--- src/rtl/dmac_pkg.sv ---
// shared types and constants for the direct-mapped address cache
// no dependencies
`default_nettype none

package dmac_pkg;

    localparam int TABLE_ENTRIES = 1024;
    localparam int IDX_W         = $clog2(TABLE_ENTRIES);
    localparam int KEY_W         = 64;
    localparam int WORD_W        = 64;
    localparam int KIND_W        = 2;
    localparam int INFO_W        = KIND_W + 2 * WORD_W;

    localparam int Q_DEPTH       = 2;
    localparam int Q_PTR_W       = $clog2(Q_DEPTH);
    localparam int Q_CNT_W       = $clog2(Q_DEPTH + 1);

    localparam logic [IDX_W-1:0] LAST_SLOT = IDX_W'(TABLE_ENTRIES - 1);

    typedef enum logic [1:0] {
        CMD_INSERT,
        CMD_LOOKUP,
        CMD_DELETE,
        CMD_DELETE_RANGE
    } cmd_t;

    typedef enum logic [1:0] {
        ST_CLEAR,
        ST_IDLE,
        ST_CHECK,
        ST_SWEEP
    } state_t;

    typedef struct packed {
        cmd_t              cmd;
        logic [KIND_W-1:0] kind;
        logic [IDX_W-1:0]  slot;
        logic [KEY_W-1:0]  key;
        logic [KEY_W-1:0]  range_end;
        logic [WORD_W-1:0] rec_a;
        logic [WORD_W-1:0] rec_b;
    } req_t;

    typedef struct packed {
        logic              hit;
        logic [WORD_W-1:0] found_a;
        logic [WORD_W-1:0] found_b;
    } res_t;

    typedef struct packed {
        logic valid;
        req_t req;
    } req_stream_t;

endpackage

`default_nettype wire

--- src/rtl/dmac_front.sv ---
// front end: accepts requests, decodes them and buffers them for the engine
// depends on dmac_pkg
`default_nettype none

module dmac_front (
    input  wire logic                       clk,
    input  wire logic                       rst_n,
    input  wire logic                       push,
    output logic                            full,
    input  wire logic [1:0]                 command,
    input  wire logic [dmac_pkg::KIND_W-1:0] unwinder_kind,
    input  wire logic [dmac_pkg::KEY_W-1:0] key,
    input  wire logic [dmac_pkg::KEY_W-1:0] range_end,
    input  wire logic [dmac_pkg::WORD_W-1:0] record_a,
    input  wire logic [dmac_pkg::WORD_W-1:0] record_b,
    input  wire logic                       clearing,
    output dmac_pkg::req_stream_t           req_out,
    input  wire logic                       take
);
    import dmac_pkg::*;

    req_t               buf_reg [Q_DEPTH];
    logic [Q_PTR_W-1:0] wr_ptr_reg;
    logic [Q_PTR_W-1:0] wr_ptr_next;
    logic [Q_PTR_W-1:0] rd_ptr_reg;
    logic [Q_PTR_W-1:0] rd_ptr_next;
    logic [Q_CNT_W-1:0] count_reg;
    logic [Q_CNT_W-1:0] count_next;
    logic               accept;
    logic               pop_int;
    req_t               decoded;

    always_comb
    begin
        decoded.cmd       = cmd_t'(command);
        decoded.kind      = unwinder_kind;
        decoded.slot      = IDX_W'(key % KEY_W'(TABLE_ENTRIES));
        decoded.key       = key;
        decoded.range_end = range_end;
        decoded.rec_a     = record_a;
        decoded.rec_b     = record_b;
    end

    assign full    = (count_reg == Q_CNT_W'(Q_DEPTH)) || clearing;
    assign accept  = push && !full;
    assign pop_int = take && (count_reg != '0);

    assign req_out.valid = (count_reg != '0);
    assign req_out.req   = buf_reg[rd_ptr_reg];

    always_comb
    begin
        wr_ptr_next = accept  ? wr_ptr_reg + 1'b1 : wr_ptr_reg;
        rd_ptr_next = pop_int ? rd_ptr_reg + 1'b1 : rd_ptr_reg;
        count_next  = count_reg;
        if (accept && !pop_int)
        begin
            count_next = count_reg + 1'b1;
        end
        else if (!accept && pop_int)
        begin
            count_next = count_reg - 1'b1;
        end
    end

    always_ff @(posedge clk or negedge rst_n)
    begin
        if (!rst_n)
        begin
            wr_ptr_reg <= '0;
            rd_ptr_reg <= '0;
            count_reg  <= '0;
        end
        else
        begin
            wr_ptr_reg <= wr_ptr_next;
            rd_ptr_reg <= rd_ptr_next;
            count_reg  <= count_next;
        end
    end

    always_ff @(posedge clk)
    begin
        if (accept)
        begin
            buf_reg[wr_ptr_reg] <= decoded;
        end
    end

endmodule

`default_nettype wire

--- config.mk ---
export PLATFORM = sky130hd
export DESIGN_NAME = dmac_front
export DESIGN_NICKNAME = d
export VERILOG_FILES = /design/src/rtl/dmac_pkg.sv /design/src/rtl/dmac_front.sv
export SDC_FILE = /design/constraint.sdc
export NUM_CORES = 1
export LEC_CHECK = 0
export CELL_PAD_IN_SITES_DETAIL_PLACEMENT = 0
export CELL_PAD_IN_SITES_GLOBAL_PLACEMENT = 1
export CORE_ASPECT_RATIO = 0.5
export CORE_UTILIZATION = 58
export CTS_CLUSTER_DIAMETER = 100
export DETAILED_ROUTE_END_ITERATION = 16
export DONT_BUFFER_PORTS = 1
export PLACE_DENSITY_LB_ADDON = 0.1
export SYNTH_ARGS = -nofsm -noshare
export SYNTH_HDL_FRONTEND = slang
export SYNTH_SLANG_ARGS = --single-unit
--- constraint.sdc ---
create_clock -name clk -period 29.3 [get_ports clk]
set_input_delay 5.86 -clock clk [delete_from_list [all_inputs] [get_ports clk]]
set_output_delay 5.86 -clock clk [all_outputs]
set_load 0.05 [all_outputs]
======== Yosys cells after proc, flatten, opt, wreduce, memory -nomap -nowiden ========
Memory sizes are Yosys's and may differ from the RTL's.
Index checks and enable logic that the tools add are counted.
operators by class
  $add $sub $neg .......................... 4
  $mul .................................... 0
  divide/modulo/power cells ............... 0
  magnitude comparators ................... 0
  equality and inequality tests ........... 1
  shift-type cells ........................ 0
  mux-type cells .......................... 4
  bitwise logic cells ..................... 0
  reduce and logical (&&, ||, !) cells .... 10
operators by type and width
  operator               count
  $logic_and A1 B1 Y1    4
  $mux W2                2
  $reduce_bool A2 Y1     2
  $logic_not A1 Y1       3
  $add A1 B1 Y1 const B  2
  $add A2 B1 Y2 const B  1
  $eq A2 B2 Y1 const B   1
  $mux W1                2
  $sub A2 B1 Y2 const B  1
  $logic_or A1 B1 Y1     1
word-level totals
  register bits ........................... 4
  latch bits .............................. 0
  RAM bits ................................ 540
  memory bits (read-only) ................. 0
  input bits .............................. 265
  output and inout bits ................... 272
  memories kept ........................... 1
memory list
  memory   words  width  read ports  clocked after memory_dff  wr ports  RTL line          source
  buf_reg  2      270    1           0                         1         dmac_front.sv:22  req_t buf_reg [Q_DEPTH];

======== Depth between registers and ports, before layout ========
Gate-level depths: netlist (run 1).
  word-level depth ........................ 8
  mapped depth ............................ 7

======== Worst setup path before layout (run 1) ========
Ideal clock, no wire load.
  kind .................................... in2reg
  from .................................... input port clearing
  to ...................................... memory buf_reg[0][0] in the netlist's numbering (enable)
  library setup time ...................... 0.887 ns
  arrival ................................. 16.844 ns
  path slack .............................. 11.570 ns
  stages .................................. 2
  path buffers ............................ 0
  path through ............................ nand3b_1 -> nor2_1
between the ends
  word-level cells in the longest chain between the ends .. 5
RTL lines
  item                           RTL line          source
  start, declared                dmac_front.sv:16  input wire logic clearing,
  $logic_or A1 B1 Y1             dmac_front.sv:44  assign full = (count_reg == Q_CNT_W'(Q_DEPTH)) || clearing;
  $logic_not A1 Y1               dmac_front.sv:45  assign accept = push && !full;
  $logic_and A1 B1 Y1            dmac_front.sv:45
  $mux W1                        dmac_front.sv:84  if (accept)
  $mux W1 (implied by the code)  dmac_front.sv:86  buf_reg[wr_ptr_reg] <= decoded;
  end, declared                  dmac_front.sv:22
Every way passes these cells.

======== Worst setup path in the final report (run 1) ========
  from .................................... input port clearing
  to ...................................... output port full
between the ends
  word-level cells in the longest chain between the ends .. 1
RTL lines
  item                RTL line          source
  $logic_or A1 B1 Y1  dmac_front.sv:44
  end, declared       dmac_front.sv:9   output logic full,
Every way passes these cells.

==> results of run 1 <==
## cell type report
cell class                 instances  share of cell area
inverter                           1           0.0001756
tap                              441             0.02581
clock inverter                    17            0.003278
sequential                       524              0.7354
clock buffer                      58             0.05590
multi-input combinational        274              0.1755
timing repair buffer               8            0.003980
## path summary, 6_finish.rpt
kind	start	to	depth (start not counted)	slack (ns)
max in group asynchronous	rst_n	rd_ptr_reg$_DFFE_PN0P_	0	24.21
min in group asynchronous	rst_n	wr_ptr_reg$_DFFE_PN0P_	0	5.00
worst max register to register	count_reg[0]$_DFFE_PN0P_	buf_reg[1][85]$_DFFE_PP_	6	25.47
worst max-delay path	clearing	full	1	17.16
worst min register to register	count_reg[1]$_DFFE_PN0P_	count_reg[1]$_DFFE_PN0P_	1	0.50
worst min-delay path	count_reg[1]$_DFFE_PN0P_	count_reg[1]$_DFFE_PN0P_	1	0.50
## metrics by stage
stage	worst slack (ns)	hold slack, ns	instance area (um^2)
2_1_floorplan	11.57	0.4559	19820
3_3_place_gp	17.16	0.4742	20110
5_1_grt	17.15	0.5234	21380
6_report	17.16	0.4968	21380
3_5_place_dp	17.15	0.4783	20110
4_1_cts	17.15	0.4959	21380
## placed cells by master, fill, tap and decap left out
cell and count:
or2_2 1, buf_12 2, clkinv_2 5, nand2_1 1, clkinv_1 12, nand2b_1 2, dfrtp_1 3, xor2_1 2
ha_1 1, nor2_4 1, nand3b_1 1, clkbuf_16 45, clkbuf_1 11, mux2_2 70, inv_1 1, and2_4 1
dfrtp_4 1, clkbuf_8 2, xnor2_1 3, nor2_1 1, mux2_4 190, edfxtp_1 520, buf_4 6
## kinds of logic after synthesis
family	after synthesis	synth area share
xor gates and xnor gates	5	0.002210
adders and majority gates	1	0.0006313
buffers and inverters	40	0.01825
DFF	524	0.7930
muxes	260	0.1837
and+or+nand+nor	8	0.002210
## metal layers
metal  global-route usage  up-vias  share of wire
met4              0.06400        0          0.029
met5                    0        -              0
li1                     -     3336              -
met2               0.3832      267           0.55
met3              0.07407       71          0.076
met1               0.2125     3979           0.34
## where the power goes
part	internal, mW	leakage, nW	switching [mW]
combinational	0.243	1.94	0.699
sequential	0.932	4.80	0.0306
clock	0.285	0.620	0.246
==> results.json, run 1 <==
{
  "wl_per_cell_um": 27.87,
  "postCtsHoldBufs": 0,
  "largest_reg_flops": 520,
  "layout_min_cycle_time_ns": 12.14,
  "cp.arrival_ns": 6.28,
  "timing.final.crit_share": 0.4144,
  "areaGrowthSynthToFinish_pct": 7.860,
  "cts_resized": 0,
  "routed_wl_um": 36870,
  "multiInputGateArea_mm2": 0.003751,
  "hold_violations": 0,
  "clk_path_buf_depth": 3,
  "rows": 47,
  "grt_pass1_vias": 7936,
  "syn-num-nets": 1104,
  "die_x_um": 263.4,
  "ys_ff_latch": 524,
  "dp_hpwl_um": 24620,
  "yosysUniqueCellTypes": 17,
  "slowest_delay_ns": 0.42,
  "fin_nets": 1119,
  "dr.pass1.iters": 4,
  "yosysTopAreaCell": "edfxtp_1",
  "endpoint_kind": "output port",
  "grt_usage": 0.2041,
  "synth_ff_type": "edfxtp_1",
  "clkTransAtPathRegs_ns": 0.06,
  "drtIter0Drc": 660,
  "gp_congestion": 0.7538,
  "antennaDiodeCount": 0,
  "hp-class": "flop to flop",
  "vdd_ir_drop_max_mv": 0.08797,
  "drc_errors": 0,
  "setup_viol": 0,
  "drv_slew": 0,
  "cp_max_fo": 2,
  "cts_setup_buffers": 0,
  "die_h_um": 132.7,
  "vias_per_cell": 5.785,
  "power.density_mw_per_mm2": 113.9,
  "crit_type": "input port to output port",
  "fmax_ghz": 0.08235,
  "core_area_mm2": 0.03334,
  "cp_cell_sequence": "nand2b_1",
  "dp.cells": 1248,
  "ys_seq_area_frac": 0.7930,
  "htree_levels": 2,
  "synth_warnings": 0,
  "synth_edf_count": 520,
  "clock_skew_ns": 0.01919,
  "clk_latency_ns": 0.54,
  "cp_top_family": "simple AND/OR/NAND/NOR gates",
  "port-buffer-count": 0,
  "syn_inst": 838,
  "finalPower_mw": 2.435,
  "grt_max_degree": 187,
  "leakagePower_nw": 7.353,
  "vias": 7653,
  "status": "finished clean",
  "fillers": 2167,
  "final_cells": 1323,
  "worst_pin_slew_ns": 1.045,
  "netlist_area_mm2": 0.01982,
  "start_util": 0.5944,
  "final_antenna_net_count": 0,
  "root_buffer": "clkbuf_16",
  "synthArstFlopShare": 0.007634,
  "crit_buf_inv": 0,
  "drive_gt1_frac": 0.3673,
  "overflow": 0,
  "rsz0062_at_grt": "false",
  "synth.most_common_cell": "edfxtp_1",
  "dieArea_mm2": 0.03496,
  "finalSetupTns_ns": 0,
  "ios": 537,
  "cts_buffers": 44,
  "required_ns": 23.44,
  "seq_area_mm2": 0.01572,
  "cts.sinks": 524,
  "antenna_found_initial": 0,
  "critPathLaunchType": "input port",
  "synth.area.top_cells": "edfxtp_1 (79%), mux2_4 (14%), mux2_2 (4.0%)",
  "max-cap-violations": 0,
  "synth_common_cells": "edfxtp_1 (520), mux2_4 (190), mux2_2 (70), buf_6 (22), buf_4 (10)",
  "slew_headroom": 0.3034,
  "synth.top_cell.area_share": 0.7879,
  "grt_pass1_wl_um": 51690,
  "cp_slowest_cell": "nand2b_1",
  "cts_tree": "built",
  "fin_util": 0.6411,
  "syn_area_per_cell_um2": 23.65
}
No activity file was read; power rests on OpenSTA's default activity.
==> run 2: changes to the inputs <==
- CORE_UTILIZATION: 58 -> 53
- clock period: 29.3 -> 12.74 ns (I/O delays scaled with it)
==> run 2 against run 1 <==
  * First-iteration DRC count decreased by 35%
  * Utilization fell by 4.5 points
  * Clock skew down 0.0025 ns
  * Cell area up 1.4%
  * Largest cell class unchanged
  * Highest routed layer unchanged
==> results.json, run 2 (same netlist as run 1, synthesis figures left out) <==
{
  "status": "finished clean",
  "gp_congestion": 0.8582,
  "whs_ns": 0.5007,
  "timing.final.crit_share": 0.5125,
  "drv_slew": 0,
  "hold_start": "count_reg[1]$_DFFE_PN0P_",
  "dieArea_mm2": 0.03822,
  "overflow": 0,
  "hold_path_depth": 1,
  "cts.sinks": 524,
  "clk_latency_ns": 0.54,
  "vdd_ir_drop_max_mv": 0.1270,
  "dpl_cell_area_mm2": 0.02016,
  "r2r_cells": 6,
  "areaGrowthSynthToFinish_pct": 9.420,
  "ios": 537,
  "rsz0062_at_grt": "false",
  "max-cap-violations": 0,
  "final_antenna_net_count": 0,
  "cp_slowest_cell": "dfrtp_4",
  "dr.pass1.iters": 4,
  "die_x_um": 275.5,
  "cp.arrival_ns": 3.98,
  "dp_hpwl_um": 26790,
  "place_ws_ns": 6.734,
  "start_util": 0.5451,
  "cts_tree": "built",
  "drc_errors": 0,
  "setup_viol": 0,
  "grt_pass1_wl_um": 54680,
  "layout_setup_ws_ns": 6.210,
  "final_common_cell": "edfxtp_1",
  "r2r-end": "buf_reg[1][136]$_DFFE_PP_",
  "final_cell_mix": "edfxtp_1 (520), mux2_4 (190), mux2_2 (70)",
  "slowest_delay_ns": 0.99,
  "largest_reg_flops": 520,
  "vias_per_cell": 5.561,
  "die_h_um": 138.7,
  "layout_min_cycle_time_ns": 6.530,
  "finalSetupTns_ns": 0,
  "cts_setup_buffers": 0,
  "antenna_found_initial": 0,
  "required_ns": 10.19,
  "holdPathEnd": "count_reg[1]$_DFFE_PN0P_",
  "cts_resized": 0,
  "fillers": 2560,
  "fmax_ghz": 0.1531,
  "root_buffer": "clkbuf_16",
  "port-buffer-count": 0,
  "routed_wl_um": 38920,
  "drive_gt1_frac": 0.3845,
  "worst_pin_slew_ns": 1.112,
  "critPathLaunchType": "flop",
  "reg2reg_from": "count_reg[0]$_DFFE_PN0P_",
  "core_area_mm2": 0.03636,
  "crit_type": "flop to output port",
  "htree_levels": 2,
  "slew_headroom": 0.2590,
  "finalInstanceArea_mm2": 0.02168,
  "hold_violations": 0,
  "grt_pass1_vias": 8061,
  "wl_per_cell_um": 28.28,
  "rrSetupSlack_ns": 9.02,
  "leakagePower_nw": 7.485,
  "path_common_cell": "buf_4",
  "power.density_mw_per_mm2": 267.1,
  "grt_max_degree": 80,
  "drtIter0Drc": 427,
  "postCtsHoldBufs": 0,
  "rows": 49,
  "hp-class": "flop to flop",
  "clkTransAtPathRegs_ns": 0.06,
  "grt_usage": 0.1988,
  "antennaDiodeCount": 0,
  "clock_skew_ns": 0.01667,
  "cts_buffers": 45,
  "clk_path_buf_depth": 3,
  "cp_cell_sequence": "buf_4 > buf_4 > mux2_2",
  "vias": 7652,
  "cp_max_fo": 63,
  "finalPower_mw": 5.793,
  "fin_nets": 1123,
  "endpoint_kind": "output port"
}
-- run 2: changes by cell type in the layout (fill, tap and decap cells not counted), sizes merged --
cell	change
buf	+3
bufinv	+6
clkbuf	+1
clkinv	-3
clkinvlp	+2
inv	+1
-- run 2: worst max-delay path, delay by kind of cell, from the launching register on --
family,cells,cell delay (ns)
buf+inv,2,1.81
flops,1,0.99
mux,1,0.54
-- run 2: routing by layer --
layer / track usage / wire, um / vias to the layer above / part of all wire
li1: - / - / 3350 / -
met1: 0.2042 / 12970 / 3997 / 0.33
met2: 0.3832 / 22470 / 238 / 0.58
met3: 0.05852 / 2475 / 67 / 0.064
met4: 0.06077 / 1003 / 0 / 0.026
met5: 0 / 0 / - / 0
-- run 2: through the flow --
stage | util | std cells
6_report | 0.5964 | 1376
5_1_grt | 0.5964 | 1376
4_1_cts | 0.5964 | 1376
3_5_place_dp | 0.5546 | 1294
3_3_place_gp | 0.5546 | 1294
2_1_floorplan | - | 838
-- run 2: area by class of cell --
type                            instances  area (um^2)  area share
Clock buffer                           59         1251     0.05770
Clock inverter                         23        271.5     0.01252
Inverter                                1        3.754   0.0001731
Multi-Input combinational cell        274         3751      0.1730
Sequential cell                       524        15720      0.7249
Tap cell                              484        605.6     0.02793
Timing Repair Buffer                   11        82.58    0.003808
-- run 2: worst max-delay path by stage --
stage / startpoint / endpoint / slack (ns) / cells past startpoint
after floorplan: clearing / buf_reg[0][0]$_DFFE_PP_ / 2.72 / 2
after global placement: rd_ptr_reg$_DFFE_PN0P_ / req_out[219] / 6.82 / 3
after detailed placement: rd_ptr_reg$_DFFE_PN0P_ / req_out[219] / 6.73 / 3
after CTS: rd_ptr_reg$_DFFE_PN0P_ / req_out[219] / 6.13 / 3
after global routing: rd_ptr_reg$_DFFE_PN0P_ / req_out[219] / 6.02 / 3
final: rd_ptr_reg$_DFFE_PN0P_ / req_out[219] / 6.21 / 3
-- run 2: where the power goes --
part           switching [mW]  total, mW  internal (mW)
combinational            1.59       2.15          0.557
sequential             0.0916       2.24           2.14
clock                   0.591       1.41          0.816
total                    2.28       5.79           3.52
