$ cat src/rtl/dmac_pkg.sv
// shared types and constants for the direct-mapped address cache
// no dependencies
`default_nettype none

package dmac_pkg;

    localparam int TABLE_ENTRIES = 1024;
    localparam int IDX_W         = $clog2(TABLE_ENTRIES);
    localparam int KEY_W         = 64;
    localparam int WORD_W        = 64;
    localparam int KIND_W        = 2;
    localparam int INFO_W        = KIND_W + 2 * WORD_W;

    localparam int Q_DEPTH       = 2;
    localparam int Q_PTR_W       = $clog2(Q_DEPTH);
    localparam int Q_CNT_W       = $clog2(Q_DEPTH + 1);

    localparam logic [IDX_W-1:0] LAST_SLOT = IDX_W'(TABLE_ENTRIES - 1);

    typedef enum logic [1:0] {
        CMD_INSERT,
        CMD_LOOKUP,
        CMD_DELETE,
        CMD_DELETE_RANGE
    } cmd_t;

    typedef enum logic [1:0] {
        ST_CLEAR,
        ST_IDLE,
        ST_CHECK,
        ST_SWEEP
    } state_t;

    typedef struct packed {
        cmd_t              cmd;
        logic [KIND_W-1:0] kind;
        logic [IDX_W-1:0]  slot;
        logic [KEY_W-1:0]  key;
        logic [KEY_W-1:0]  range_end;
        logic [WORD_W-1:0] rec_a;
        logic [WORD_W-1:0] rec_b;
    } req_t;

    typedef struct packed {
        logic              hit;
        logic [WORD_W-1:0] found_a;
        logic [WORD_W-1:0] found_b;
    } res_t;

    typedef struct packed {
        logic valid;
        req_t req;
    } req_stream_t;

endpackage

`default_nettype wire

$ cat src/rtl/dmac_result_q.sv
// result queue between the engine and the output ports
// depends on dmac_pkg
`default_nettype none

module dmac_result_q (
    input  wire logic                        clk,
    input  wire logic                        rst_n,
    input  wire logic                        res_push,
    input  wire dmac_pkg::res_t              res,
    output logic                             res_full,
    output logic                             empty,
    input  wire logic                        pop,
    output logic                             hit,
    output logic [dmac_pkg::WORD_W-1:0]      found_a,
    output logic [dmac_pkg::WORD_W-1:0]      found_b
);
    import dmac_pkg::*;

    res_t               buf_reg [Q_DEPTH];
    logic [Q_PTR_W-1:0] wr_ptr_reg;
    logic [Q_PTR_W-1:0] wr_ptr_next;
    logic [Q_PTR_W-1:0] rd_ptr_reg;
    logic [Q_PTR_W-1:0] rd_ptr_next;
    logic [Q_CNT_W-1:0] count_reg;
    logic [Q_CNT_W-1:0] count_next;
    logic               wr_en;
    logic               rd_en;

    assign res_full = (count_reg == Q_CNT_W'(Q_DEPTH));
    assign empty    = (count_reg == '0);
    assign wr_en    = res_push && !res_full;
    assign rd_en    = pop && !empty;

    assign hit     = buf_reg[rd_ptr_reg].hit;
    assign found_a = buf_reg[rd_ptr_reg].found_a;
    assign found_b = buf_reg[rd_ptr_reg].found_b;

    always_comb
    begin
        wr_ptr_next = wr_en ? wr_ptr_reg + 1'b1 : wr_ptr_reg;
        rd_ptr_next = rd_en ? rd_ptr_reg + 1'b1 : rd_ptr_reg;
        count_next  = count_reg;
        if (wr_en && !rd_en)
        begin
            count_next = count_reg + 1'b1;
        end
        else if (!wr_en && rd_en)
        begin
            count_next = count_reg - 1'b1;
        end
    end

    always_ff @(posedge clk or negedge rst_n)
    begin
        if (!rst_n)
        begin
            wr_ptr_reg <= '0;
            rd_ptr_reg <= '0;
            count_reg  <= '0;
        end
        else
        begin
            wr_ptr_reg <= wr_ptr_next;
            rd_ptr_reg <= rd_ptr_next;
            count_reg  <= count_next;
        end
    end

    always_ff @(posedge clk)
    begin
        if (wr_en)
        begin
            buf_reg[wr_ptr_reg] <= res;
        end
    end

endmodule

`default_nettype wire

$ cat config.mk
export PLATFORM = sky130hd
export DESIGN_NAME = dmac_result_q
export DESIGN_NICKNAME = d
export VERILOG_FILES = /design/src/rtl/dmac_pkg.sv /design/src/rtl/dmac_result_q.sv
export SDC_FILE = /design/constraint.sdc
export NUM_CORES = 1
export LEC_CHECK = 0
export BUFFER_PORTS_ARGS = -buffer_cell sky130_fd_sc_hd__clkbuf_2
export CAP_MARGIN = 5
export CORE_MARGIN = 1
export CORE_UTILIZATION = 52
export CTS_CLUSTER_DIAMETER = 30
export DETAILED_ROUTE_END_ITERATION = 7
export PLACE_DENSITY = 0.79
export REMOVE_ABC_BUFFERS = 1
export SLEW_MARGIN = 20
export SYNTH_ARGS = -nofsm -noshare
export SYNTH_HDL_FRONTEND = slang
export SYNTH_SLANG_ARGS = --single-unit
$ cat constraint.sdc
create_clock -name clk -period 8.17 [get_ports clk]
set_clock_uncertainty 0.05 [all_clocks]
set_input_delay 1.2255 -clock clk [delete_from_list [all_inputs] [get_ports clk]]
set_output_delay 1.2255 -clock clk [all_outputs]
set_load 0.01 [all_outputs]
# Yosys cells after proc, flatten, opt, wreduce, memory -nomap -nowiden
# Memories as Yosys holds them, arrays and structs flattened.
# Cells that the tools add are included.
word_totals:
  reg_bits: 4
  ram_bits: 258
  elab_cells: 23
  n_memories: 1
memory_table:
  columns: ["name", "words", "word_bits", "rd", "rd_clocked_by_memory_dff", "write_ports", "line_no", "text"]
  rows:
  - ["buf_reg", 2, 129, 1, 0, 1, "dmac_result_q.sv:19", "res_t buf_reg [Q_DEPTH];"]
op_classes:
  n_addsub: 4
  n_eq_ne: 1
  muxes: 4
  reduce_logical: 10
op_table:
  columns: ["op", "n"]
  rows:
  - ["1-bit logical AND", 4]
  - ["1-bit logical NOT", 4]
  - ["2-bit two-way mux", 2]
  - ["1-bit adder, second input constant", 2]
  - ["2-bit by 1-bit adder with 2-bit output, second input constant", 1]
  - ["2-bit == test, second input constant", 1]
  - ["2-bit logical NOT", 1]
  - ["1-bit two-way mux", 2]
  - ["2-bit nonzero test", 1]
  - ["2-bit by 1-bit subtractor with 2-bit output, second input constant", 1]

# Depth between registers and ports, before layout
# Gate-level depths: netlist of the first run.
depth:
  word_depth: 7
  depth_mapped: 7
  mapped_depth_nobuf: 7

# Least setup slack after synthesis of the first run
# Ideal clock, no wire load.
synth_path:
  path_kind: "input-to-reg"
  startpoint: "in res_push"
  endpoint: "mem buf_reg[0][0] (netlist bit) (enable)"
  setup_time_ns: 0.619
  t_arrival_ns: 6.674
  slack_ns: 0.827
  stages: 2
  n_path_buf: 0
  path_cell_list: "nand2_1 nor2_1"
synth_between:
  elab_chain_len: 3
synth_rtl:
  columns: ["element", "line_no", "text"]
  rows:
  - ["start, declared", "dmac_result_q.sv:8", "input wire logic res_push,"]
  - ["1-bit logical AND", "dmac_result_q.sv:31", "assign wr_en = res_push && !res_full;"]
  - ["1-bit two-way mux", "dmac_result_q.sv:71", "if (wr_en)"]
  - ["1-bit two-way mux (implied by the code)", "dmac_result_q.sv:73", "buf_reg[wr_ptr_reg] <= res;"]
  - ["end, declared", "dmac_result_q.sv:19", null]
# No other way between the ends.

# Worst setup path after layout of the first run
layout_path:
  startpoint: "reg rd_ptr_reg"
  endpoint: "out found_b[46] (netlist bit)"
layout_between:
  elab_chain_len: 1
layout_rtl:
  columns: ["element", "line_no", "text"]
  rows:
  - ["start, declared", "dmac_result_q.sv:22", "logic [Q_PTR_W-1:0] rd_ptr_reg;"]
  - ["start signal, assigned", "dmac_result_q.sv:64", "rd_ptr_reg <= rd_ptr_next;"]
  - ["memory read 2 x 129 bit", null, null]
  - ["end, declared", "dmac_result_q.sv:15", "output logic [dmac_pkg::WORD_W-1:0] found_b"]
# No other way between the ends.

==> metrics, run 1 <==
CP required 6.89 ns; Clock Pin Slew Worst Setup and Hold Paths ~0.050 ns; distinct cell type count of the synthesized netlist 15; DPL Wire Length 11.6 mm; Layout area overhead 31.6%; sequential fraction of the synthesis area 82.3%; critical-path cell with the highest stage delay sky130_fd_sc_hd__dfrtp_4; critical path's top delay family buffers and inverters; core area 18000 sq um; detailed-route vias per instance ~5.0; total power per unit cell area 396 nW/um^2; die height 137 um; Worst Hold Margin 0.464 ns; clock network latency to the later pin of the worst-skew pair 0.51 ns; largest net degree at the start of global routing 76; CTS max path bufs 3; wire length reported by the detailed router roughly 18 mm; crit path DAT 2.98 ns; number of buffers created by CTS 43; global-route wire length before repair between 20 and 30 mm; count of nets left with antenna violations after detail routing 0; run status complete, no violations; slew at the pin closest to its max-slew limit a little over 1 ns; synthesis warning total 0; Detailed Route Iter0 Violations 272; type of the setup path with the least slack flip-flop to output pin; total routing usage reported by global routing 18.3%; critical path capture point type output pin; number of pins with negative max-slew slack in the final report 0; unrepaired setup endpoints after global routing false; endpoints failing hold 0; total setup violations reported at the end of the flow 0; category of the worst setup path launch point flip-flop; number of I/O pins 264; clock period minus final worst setup slack 4.25 ns; die width 137 um; Critical R2R Launch count_reg[0]$_DFFE_PN0P_; maximum resistive drop on vdd 0.284 mV; FF-to-FF End buf_reg[1][102]$_DFFE_PP_; count of state elements after synthesis 262; number of rows created at floorplan 49; total of cells resized after clock tree synthesis 0; Post-CTS Hold Fix Bufs 0; effective utilization at floorplan 53.1%; global-route congestion overflow total 0; Rel. slew slack 32.3%; via count of the first global-routing pass 5130; upper clock frequency limit 0.235 GHz; Initial DRT Pass Iterations 4; CTS HTree Levels 2; worst-case register-to-register setup slack 5.38 ns; clock sinks 262; vias post-DR 4895; max capacitance violation total 0; worst setup path start rd_ptr_reg$_DFFE_PN0P_; post-route DRC violation count 0; proportion of layout cells with a drive suffix above 1 62.8%; number of flip-flops under the largest register name 258; CP max stage delay between 0.8 and 0.9 ns; buffers added on ports 263; synthesized area ~9500 sq um; TritonCTS clock tree done; Mean Syn Cell Area 22.7 sq um; cell depth of the worst flop-to-flop path 3; Tightest Hold Check Type primary input to asynchronous set/reset pin; initial antenna violation count 0; sum of negative setup slack 0 ns; Leak Pwr 4.84 nW; n_diodes 0; post-synthesis cell count 420; Final Wtd Congestion 0.724; root buffer cell sky130_fd_sc_hd__clkbuf_16; critical path, cell by cell buf_4 > mux2_2 > clkbuf_2; final net count 852; area enclosed by the die boundary 18900 sq um; crit-path max FO 75; CP Buf/Inv Count 2; buffers inserted by post-CTS timing repair 0; share of the clock period used by the worst path 52.1%; mean routed wirelength per cell 18.4 um
## how the worst max path moves through the flow
stage | to | slack (ns) | cells after the start
global route | found_b[46] | 3.78 | 3
finish | found_b[46] | 3.92 | 3
floorplan | buf_reg[0][0]$_DFFE_PP_ | 0.83 | 2
detailed placement | found_b[46] | 4.46 | 3
CTS | found_b[46] | 3.89 | 3
global placement | found_b[46] | 4.50 | 3
## layer usage
layer,GRT usage [%],wire length (um)
met1,20.2,6500
met5,0,0
met2,32.0,9550
met4,7.94,407
met3,6.22,1490
## report_power, final
group	internal (W)	leakage [nW]	total [W]	switching [W]
clock	0.00124	0.722	0.00183	0.000593
sequential	0.00185	2.44	0.00197	0.000124
combinational	0.000537	1.67	0.00117	0.000633
## logic make-up after synthesis
family                     share of synthesized area [%]
AOI/OAI and AO/OA                                 0.0525
xor gates and xnor gates                           0.460
adders and majority gates                          0.131
buffers and inverters                               1.50
DFF                                                 82.3
muxes                                               15.2
and+or+nand+nor                                    0.289
## metrics by stage
step                utilization [%]  power [W]  setup slack (ns)  instance area, sq um  cells
floorplan                         -    0.00277             0.827                  9400    406
global placement               61.5    0.00314              4.50                 11000    902
detailed placement             61.5    0.00318              4.46                 11000    902
CTS                            69.8    0.00503              3.89                 12500    977
global route                   69.8    0.00518              3.78                 12500    977
finish                         69.8    0.00497              3.92                 12500    977
## final cells by class
class,count,area (sq um)
Timing Repair Buffer,267,1350
Clock buffer,47,1110
Fill cell,1169,5420
Multi-Input combinational cell,142,1550
Inverter,2,7.51
Sequential cell,262,7850
Tap cell,229,287
Clock inverter,28,385
## Yosys cell counts, drive strengths merged
library cell	count	area [sq um]
nor2	3	11.3
nand2	1	3.75
and3	1	6.26
xnor2	3	26.3
buf	14	135
ha	1	12.5
mux2	129	1450
inv	2	7.51
dfrtp	4	100
edfxtp	258	7750
o21ai	1	5.00
xor2	2	17.5
nand2b	1	6.26
## placed cells by master (no fill, tap or decap)
cell type	count
sky130_fd_sc_hd__clkinv_2	7
sky130_fd_sc_hd__mux2_2	129
sky130_fd_sc_hd__inv_1	2
sky130_fd_sc_hd__clkinv_1	1
sky130_fd_sc_hd__xnor2_1	3
sky130_fd_sc_hd__nand2_1	1
sky130_fd_sc_hd__inv_6	5
sky130_fd_sc_hd__ha_1	1
sky130_fd_sc_hd__o21ai_0	1
sky130_fd_sc_hd__clkbuf_1	3
sky130_fd_sc_hd__nor2_4	1
sky130_fd_sc_hd__and3_4	1
sky130_fd_sc_hd__nor2_1	2
sky130_fd_sc_hd__dfrtp_1	3
sky130_fd_sc_hd__bufinv_16	8
sky130_fd_sc_hd__clkbuf_2	263
sky130_fd_sc_hd__buf_4	4
sky130_fd_sc_hd__clkinvlp_4	5
sky130_fd_sc_hd__clkbuf_16	44
sky130_fd_sc_hd__clkinv_4	1
sky130_fd_sc_hd__xor2_1	2
sky130_fd_sc_hd__dfrtp_4	1
sky130_fd_sc_hd__clkinv_8	1
sky130_fd_sc_hd__edfxtp_1	258
sky130_fd_sc_hd__nand2b_1	1
Note: power is estimated with default switching activity, not from simulation.
==> inputs of run 2 (changes only) <==
Settings changed: ABC_AREA from default to 1, CORE_UTILIZATION 52 to 47, PLACE_DENSITY 0.79 to 0.76.
Clock period 8.17 ns to 3.66 ns, I/O delays scaled along.
==> run 2 against run 1 <==
Worst hold slack got worse by 0.28 ns. Combinational power increased to 2.5 times the previous value. Global-route usage decreased by 0.081 points. Sequential share of layout area decreased by 1.1 points. Via count increased by 27%. Register-to-register slack got worse by 3.8 ns. Flip-flop and latch count unchanged. Critical path depth increased by 2. Total power increased by 130%.
==> metrics, run 2 <==
buffers added on ports 263 (unchanged); upper clock frequency limit roughly 0.35 GHz; standard cell area after detailed placement 11200 sq um (was 11000 sq um); clock sinks 262 (unchanged); worst-case setup slack after placement 1.33 ns (was 4.46 ns); routing layer with the top usage in global route met2 (unchanged); number of buffers created by CTS 44 (was 43); total setup violations reported at the end of the flow 0 (unchanged); core area 20200 sq um (was 18000 sq um); critical path capture point type output pin (unchanged); largest net degree at the start of global routing 68 (was 76); number of pins with negative max-slew slack in the final report 0 (unchanged); Layout area overhead 32.3% (was 31.6%); detailed-route vias per instance 4.78 (was 5.01); number of rows created at floorplan 52 (was 49); most common flop cell mapped by yosys sky130_fd_sc_hd__edfxtp_1 (unchanged); root buffer cell sky130_fd_sc_hd__clkbuf_16 (unchanged); global-route congestion overflow total 0 (unchanged); clock period minus final worst setup slack between 2 and 3 ns; hold path depth 1; Fill cells 1503 (was 1169); Rel. slew slack 45.2% (was 32.3%); crit-path max FO 60 (was 75); slew at the pin closest to its max-slew limit 0.822 ns (was 1.02 ns); die height 145 um (was 137 um); cell taking the most area after synthesis sky130_fd_sc_hd__edfxtp_1 (unchanged); count of state elements after synthesis 262 (unchanged); post-layout instance area 12800 sq um (was 12500 sq um); initial antenna violation count 1 (was 0); CTS max path bufs 3 (unchanged); effective utilization at floorplan 47.8% (was 53.1%); number of I/O pins 264 (unchanged); Final WS setup 0.804 ns (was 3.92 ns); post-route DRC violation count 0 (unchanged); sequential fraction of the synthesis area 81.4% (was 82.3%); global routing met1 resource utilization 19.7% (was 20.2%); cell depth of the worst flop-to-flop path 6 (was 3); area enclosed by the die boundary 21100 sq um (was 18900 sq um); most frequent cells in the layout 396 x sky130_fd_sc_hd__nand2_1, 263 x sky130_fd_sc_hd__clkbuf_2, 258 x sky130_fd_sc_hd__edfxtp_1, 45 x sky130_fd_sc_hd__clkbuf_16, 9 x sky130_fd_sc_hd__bufinv_16 (was 263 x sky130_fd_sc_hd__clkbuf_2, 258 x sky130_fd_sc_hd__edfxtp_1, 129 x sky130_fd_sc_hd__mux2_2, 44 x sky130_fd_sc_hd__clkbuf_16, 8 x sky130_fd_sc_hd__bufinv_16); die width 145 um (was 137 um); total routing usage reported by global routing 18.3% (about the same); mean routed wirelength per cell 15.0 um (was 18.4 um); run status complete, no violations (unchanged); Post-synth EDFFs 258 (unchanged); vias post-DR 6203 (was 4895); crit path DAT 2.26 ns (was 2.98 ns); final net count 1129 (was 852); unrepaired setup endpoints after global routing false (unchanged); Post-Route Utilization 63.3% (was 69.8%); Detailed Route Iter0 Violations 341 (was 272); proportion of layout cells with a drive suffix above 1 33.4% (was 62.8%); type of the setup path with the least slack flip-flop to output pin (unchanged); share of the clock period used by the worst path 78.0%; top cells by instance count after synthesis 396 x sky130_fd_sc_hd__nand2_1, 258 x sky130_fd_sc_hd__edfxtp_1, 16 x sky130_fd_sc_hd__buf_2, 11 x sky130_fd_sc_hd__buf_6, 7 x sky130_fd_sc_hd__inv_1 (was 258 x sky130_fd_sc_hd__edfxtp_1, 129 x sky130_fd_sc_hd__mux2_2, 10 x sky130_fd_sc_hd__buf_6, 4 x sky130_fd_sc_hd__dfrtp_1); Tightest Hold Check Type primary input to flip-flop (was primary input to asynchronous set/reset pin); Clock Pin Slew Worst Setup and Hold Paths 0.05 ns (about the same); proportion of netlist area held by the largest area contributor 80.3% (was 81.3%); global-route wire length before repair 30.0 mm (was 25.8 mm); total of cells resized after clock tree synthesis 0 (unchanged); category of the worst setup path launch point flip-flop (unchanged); sum of negative setup slack 0 ns (unchanged); multi-input combinational cell area 1560 sq um (was 1550 sq um); Worst Hold Margin 0.181 ns (was 0.464 ns); Post-CTS Hold Fix Bufs 1 (was 0); distinct cell type count of the synthesized netlist 16 (was 15); CTS HTree Levels 2 (unchanged); post-synthesis cell count 706 (was 420); met2 GRT Util 32.3% (was 32.0%); DPL Wire Length 12.4 mm (was 11.6 mm); share of async-settable or async-resettable flops after synthesis 1.53% (unchanged); buffers inserted by post-CTS timing repair 0 (unchanged); count of nets left with antenna violations after detail routing 0 (unchanged); endpoints failing hold 0 (unchanged); synthesis warning total 0 (unchanged); largest cells by area after synthesis sky130_fd_sc_hd__edfxtp_1 80%, sky130_fd_sc_hd__nand2_1 15%, sky130_fd_sc_hd__buf_6 1.3% (was sky130_fd_sc_hd__edfxtp_1 81%, sky130_fd_sc_hd__mux2_2 15%, sky130_fd_sc_hd__buf_6 1.2%); Final Wtd Congestion 0.805 (was 0.724); number of flip-flops under the largest register name 258 (unchanged); Initial DRT Pass Iterations 5 (was 4); global routing met3 resource utilization 5.47% (was 6.22%); area taken by flip-flops and latches 7850 sq um (unchanged); via count of the first global-routing pass 6170 (was 5130); synthesized area 9640 sq um (was 9530 sq um); Leak Pwr 5.58 nW (was 4.84 nW); CP required 3.06 ns (was 6.89 ns); TritonCTS clock tree done (unchanged); maximum resistive drop on vdd 0.566 mV (was 0.284 mV); most common cell after layout, fill and taps aside sky130_fd_sc_hd__nand2_1 (was sky130_fd_sc_hd__clkbuf_2); count leader, synth sky130_fd_sc_hd__nand2_1 (was sky130_fd_sc_hd__edfxtp_1); clock network latency to the later pin of the worst-skew pair 0.50 ns (was 0.51 ns); wire length reported by the detailed router 19.5 mm (was 17.9 mm); Mean Syn Cell Area 13.7 sq um (was 22.7 sq um); total power per unit cell area 898 nW/um^2 (was 396 nW/um^2); max capacitance violation total 0 (unchanged)
run 2: cell types whose count changed in the layout (fill, tap and decap cells not counted), moves of 2 or more:
| cell | before | now |
|---|---|---|
| sky130_fd_sc_hd__buf_12 | 0 | 4 |
| sky130_fd_sc_hd__clkbuf_1 | 3 | 6 |
| sky130_fd_sc_hd__clkinv_1 | 1 | 4 |
| sky130_fd_sc_hd__clkinv_2 | 7 | 5 |
| sky130_fd_sc_hd__clkinv_4 | 1 | 6 |
| sky130_fd_sc_hd__clkinvlp_4 | 5 | 2 |
| sky130_fd_sc_hd__inv_1 | 2 | 6 |
| sky130_fd_sc_hd__inv_6 | 5 | 2 |
| sky130_fd_sc_hd__mux2_2 | 129 | 0 |
| sky130_fd_sc_hd__nand2_1 | 1 | 396 |
| sky130_fd_sc_hd__xnor2_1 | 3 | 1 |
| sky130_fd_sc_hd__xor2_1 | 2 | 0 |
run 2: cell type report:
type                       instances  share of cell area, %
antenna                            1                 0.0196
timing repair buffer             272                   11.3
sequential                       262                   61.5
clock buffer                      51                   9.00
clock inverter                    27                   3.03
multi-input combinational        407                   12.2
tap                              270                   2.65
inverter                           8                  0.294
run 2: power by group:
part	internal [W]	total (W)	switching [W]
combinational	0.000975	0.00298	0.00200
clock	0.00287	0.00417	0.00129
sequential	0.00410	0.00431	0.000211
total	0.00795	0.0115	0.00351
run 2: final timing paths:
check	end	start	slack (ns)
worst max-delay path	found_a[23]	rd_ptr_reg$_DFFE_PN0P_	0.80
worst min-delay path	buf_reg[0][113]$_DFFE_PP_	res[113]	0.18
worst max register to register	buf_reg[0][97]$_DFFE_PP_	count_reg[1]$_DFFE_PN0P_	1.62
worst min register to register	wr_ptr_reg$_DFFE_PN0P_	wr_ptr_reg$_DFFE_PN0P_	0.44
max in group asynchronous	rd_ptr_reg$_DFFE_PN0P_	rst_n	3.07
min in group asynchronous	wr_ptr_reg$_DFFE_PN0P_	rst_n	0.35
run 2: cell families (layout without fill, tap and decap cells):
family          Yosys count  in the layout  synth area share [%]
compound gates            2              2                 0.104
other cells               0              1                     0
xor+xnor                  1              1                0.0908
buf+inv                  37            358                  2.54
simple gates            403            403                  15.8
fa+ha+maj                 1              1                 0.130
flops                   262            262                  81.4
run 2: metrics by stage:
stage	power, W	std cells
floorplan	0.00614	677
global placement	0.00731	1218
detailed placement	0.00737	1218
CTS	0.0116	1297
global route	0.0121	1297
finish	0.0115	1298
run 2: worst max-delay path: stages (launching register included):
cell                       delay [ns]
sky130_fd_sc_hd__dfrtp_4         0.61
sky130_fd_sc_hd__inv_4           0.41
sky130_fd_sc_hd__buf_12          0.32
sky130_fd_sc_hd__nand2_1         0.10
sky130_fd_sc_hd__nand2_1         0.10
sky130_fd_sc_hd__clkbuf_2        0.14
run 2: per-layer routing:
metal / share of wire (%) / vias up / wire [um]
met5: 0 / - / 0
met4: 3.7 / 0 / 712
met3: 7.8 / 53 / 1510
met2: 52 / 261 / 10200
met1: 36 / 2904 / 7100
li1: - / 2985 / -
==> inputs of run 3 (changes only) <==
Clock period 3.66 ns to 2.45 ns, I/O delays scaled along.
==> run 3 against run 2 <==
Die area did not move. Global-route usage rose by 2.9 points. First-iteration DRC count fell by 10%. Non-clock buffer count rose by 128. Utilization rose by 5.7 points. Critical path type unchanged. Critical endpoint is now found_b[35].
==> metrics, run 3 (synthesis gave the netlist of run 2 again) <==
Detailed Route Iter0 Violations 306 (was 341); total power per unit cell area 1210 nW/um^2 (was 898 nW/um^2); vias post-DR 6794 (was 6203); CP required 2.03 ns (was 3.06 ns); share of the clock period used by the worst path 93.0%; startpoint of the most critical hold path res[17] (was res[113]); unrepaired setup endpoints after global routing false (unchanged); Layout area overhead 44.2% (was 32.3%); DPL Wire Length 11.9 mm (was 12.4 mm); most numerous cell on the critical path sky130_fd_sc_hd__nand2_1 (unchanged); die height 145 um (unchanged); root buffer cell sky130_fd_sc_hd__clkbuf_16 (unchanged); cell depth of the worst flop-to-flop path 6 (unchanged); number of rows created at floorplan 52 (unchanged); most common cell after layout, fill and taps aside sky130_fd_sc_hd__nand2_1 (unchanged); Leak Pwr 6.05 nW (was 5.58 nW); number of flip-flops under the largest register name 258 (unchanged); slew at the pin closest to its max-slew limit 0.470 ns (was 0.822 ns); Fill cells 1291 (was 1503); proportion of layout cells with a drive suffix above 1 30.2% (was 33.4%); area taken by flip-flops and latches 7850 sq um (unchanged); most frequent cells in the layout 396 x sky130_fd_sc_hd__nand2_1, 263 x sky130_fd_sc_hd__clkbuf_2, 258 x sky130_fd_sc_hd__edfxtp_1, 126 x sky130_fd_sc_hd__dlygate4sd3_1, 45 x sky130_fd_sc_hd__clkbuf_16 (was 396 x sky130_fd_sc_hd__nand2_1, 263 x sky130_fd_sc_hd__clkbuf_2, 258 x sky130_fd_sc_hd__edfxtp_1, 45 x sky130_fd_sc_hd__clkbuf_16, 9 x sky130_fd_sc_hd__bufinv_16); Critical R2R Launch count_reg[1]$_DFFE_PN0P_ (unchanged); category of the worst setup path launch point flip-flop (unchanged); buffers inserted by post-CTS timing repair 0 (unchanged); number of I/O pins 264 (unchanged); total setup violations reported at the end of the flow 0 (unchanged); area enclosed by the die boundary 21100 sq um (unchanged); endpoints failing hold 0 (unchanged); clock period minus final worst setup slack 2.28 ns; via count of the first global-routing pass 6942 (was 6170); worst-case setup slack after placement 0.603 ns (was 1.33 ns); run status complete, no violations (unchanged); cell count after placement 1221 (was 1218); detailed-route vias per instance 4.75 (was 4.78); Initial DRT Pass Iterations 5 (unchanged); core area 20200 sq um (unchanged); wire length reported by the detailed router 22.3 mm (was 19.5 mm); critical path capture point type output pin (unchanged); hold path depth 1 (unchanged); Final Wtd Congestion 0.752 (was 0.805); effective utilization at floorplan 47.8% (unchanged); worst-case register-to-register setup slack 0.60 ns (was 1.62 ns); final cell count without fillers 1429 (was 1298); crit path DAT 1.86 ns (was 2.26 ns); multi-input combinational cell area 1560 sq um (unchanged); Worst Hold Margin 0.0230 ns (was 0.181 ns); TritonCTS clock tree done (unchanged); CP max stage delay 0.56 ns (was 0.61 ns); Clock Pin Slew Worst Setup and Hold Paths 0.05 ns (about the same); clock sinks 262 (unchanged); Tightest Hold Check Type primary input to flip-flop (unchanged); count of nets left with antenna violations after detail routing 0 (unchanged); clock network latency to the later pin of the worst-skew pair 0.51 ns (was 0.50 ns); crit-path max FO 69 (was 60); CTS max path bufs 3 (unchanged); mean routed wirelength per cell 15.6 um (was 15.0 um); post-layout instance area 13900 sq um (was 12800 sq um); Final WS setup 0.171 ns (was 0.804 ns); global-route congestion overflow total 0 (unchanged); largest net degree at the start of global routing 72 (was 68); CTS HTree Levels 2 (unchanged); type of the setup path with the least slack flip-flop to output pin (unchanged); number of buffers created by CTS 43 (was 44); number of pins with negative max-slew slack in the final report 0 (unchanged); final net count 1256 (was 1129); max capacitance violation total 0 (unchanged); upper clock frequency limit 0.439 GHz; total routing usage reported by global routing 21.2% (was 18.3%); FF-to-FF End buf_reg[0][118]$_DFFE_PP_ (was buf_reg[0][97]$_DFFE_PP_); maximum resistive drop on vdd 1.04 mV (was 0.566 mV); post-route DRC violation count 0 (unchanged); buffers added on ports 263 (unchanged); critical-path cell with the highest stage delay sky130_fd_sc_hd__dfrtp_4 (unchanged); endpoint of the worst hold-timing path buf_reg[1][17]$_DFFE_PP_ (was buf_reg[0][113]$_DFFE_PP_); standard cell area after detailed placement 11300 sq um (was 11200 sq um); Rel. slew slack 68.3% (was 45.2%); die width 145 um (unchanged); initial antenna violation count 3 (was 1); global-route wire length before repair 34.6 mm (was 30.0 mm); critical path, cell by cell inv_4 > buf_12 > nand2_1 > nand2_1 > clkbuf_2 (unchanged)
-- run 3: cell count changes in the layout (fill, tap and decap cells not counted), moves of 4 or more --
| cell | previous run | this run |
|---|---|---|
| sky130_fd_sc_hd__dlygate4sd3_1 | 1 | 126 |
| sky130_fd_sc_hd__buf_12 | 4 | 8 |
| sky130_fd_sc_hd__bufinv_16 | 9 | 0 |
| sky130_fd_sc_hd__clkinv_2 | 5 | 9 |
-- run 3: what timing repair did --
item | in CTS | in global routing
gates resized for setup | 0 | 0
hold buffers | 125 | 1
setup endpoints to repair | 0 | 0
endpoints found under the hold margin | 250 | 2
-- run 3: worst max path at each step --
| stage | start | to | depth (start not counted) |
|---|---|---|---|
| after detailed placement | count_reg[1]$_DFFE_PN0P_ | buf_reg[0][84]$_DFFE_PP_ | 6 |
| after global placement | count_reg[1]$_DFFE_PN0P_ | buf_reg[0][55]$_DFFE_PP_ | 6 |
| final | rd_ptr_reg$_DFFE_PN0P_ | found_b[35] | 5 |
| after CTS | rd_ptr_reg$_DFFE_PN0P_ | found_b[35] | 5 |
| after global routing | rd_ptr_reg$_DFFE_PN0P_ | found_b[35] | 5 |
| after floorplan | count_reg[1]$_DFFE_PN0P_ | buf_reg[1][0]$_DFFE_PP_ | 3 |
-- run 3: critical path: cells and delay by family, from the launching register on --
| kind | cells | cell delay, ns |
|---|---|---|
| buffers and inverters | 3 | 0.54 |
| flip-flops | 1 | 0.56 |
| AND/OR/NAND/NOR | 2 | 0.23 |
-- run 3: layer usage --
layer | wire, um | GRT usage (%) | vias to the layer above
li1 | - | - | 3247
met1 | 7930 | 22.6 | 3208
met2 | 12000 | 37.9 | 264
met3 | 1450 | 5.91 | 75
met4 | 920 | 11.5 | 0
met5 | 0 | 0 | -
-- run 3: cell type report --
| class | count | area share (%) |
|---|---|---|
| Multi-Input combinational cell | 407 | 11.2 |
| Timing Repair Buffer | 400 | 19.8 |
| Inverter | 8 | 0.270 |
| Antenna cell | 3 | 0.0540 |
| Clock inverter | 28 | 1.39 |
| Tap cell | 270 | 2.43 |
| Sequential cell | 262 | 56.5 |
| Clock buffer | 51 | 8.33 |
-- run 3: report_power, final --
group	total, W	internal (W)	switching (W)
combinational	0.00492	0.00168	0.00324
clock	0.00546	0.00342	0.00204
sequential	0.00639	0.00612	0.000274
total	0.0168	0.0112	0.00556
-- run 3: per-stage QoR --
stage | utilization [%] | TNS [ns] | total power (W)
2_1_floorplan | - | -955.22 | 0.00905
6_report | 68.9 | 0 | 0.0168
3_5_place_dp | 55.9 | 0 | 0.0112
5_1_grt | 68.9 | 0 | 0.0176
4_1_cts | 68.9 | 0 | 0.0168
3_3_place_gp | 55.9 | 0 | 0.0110
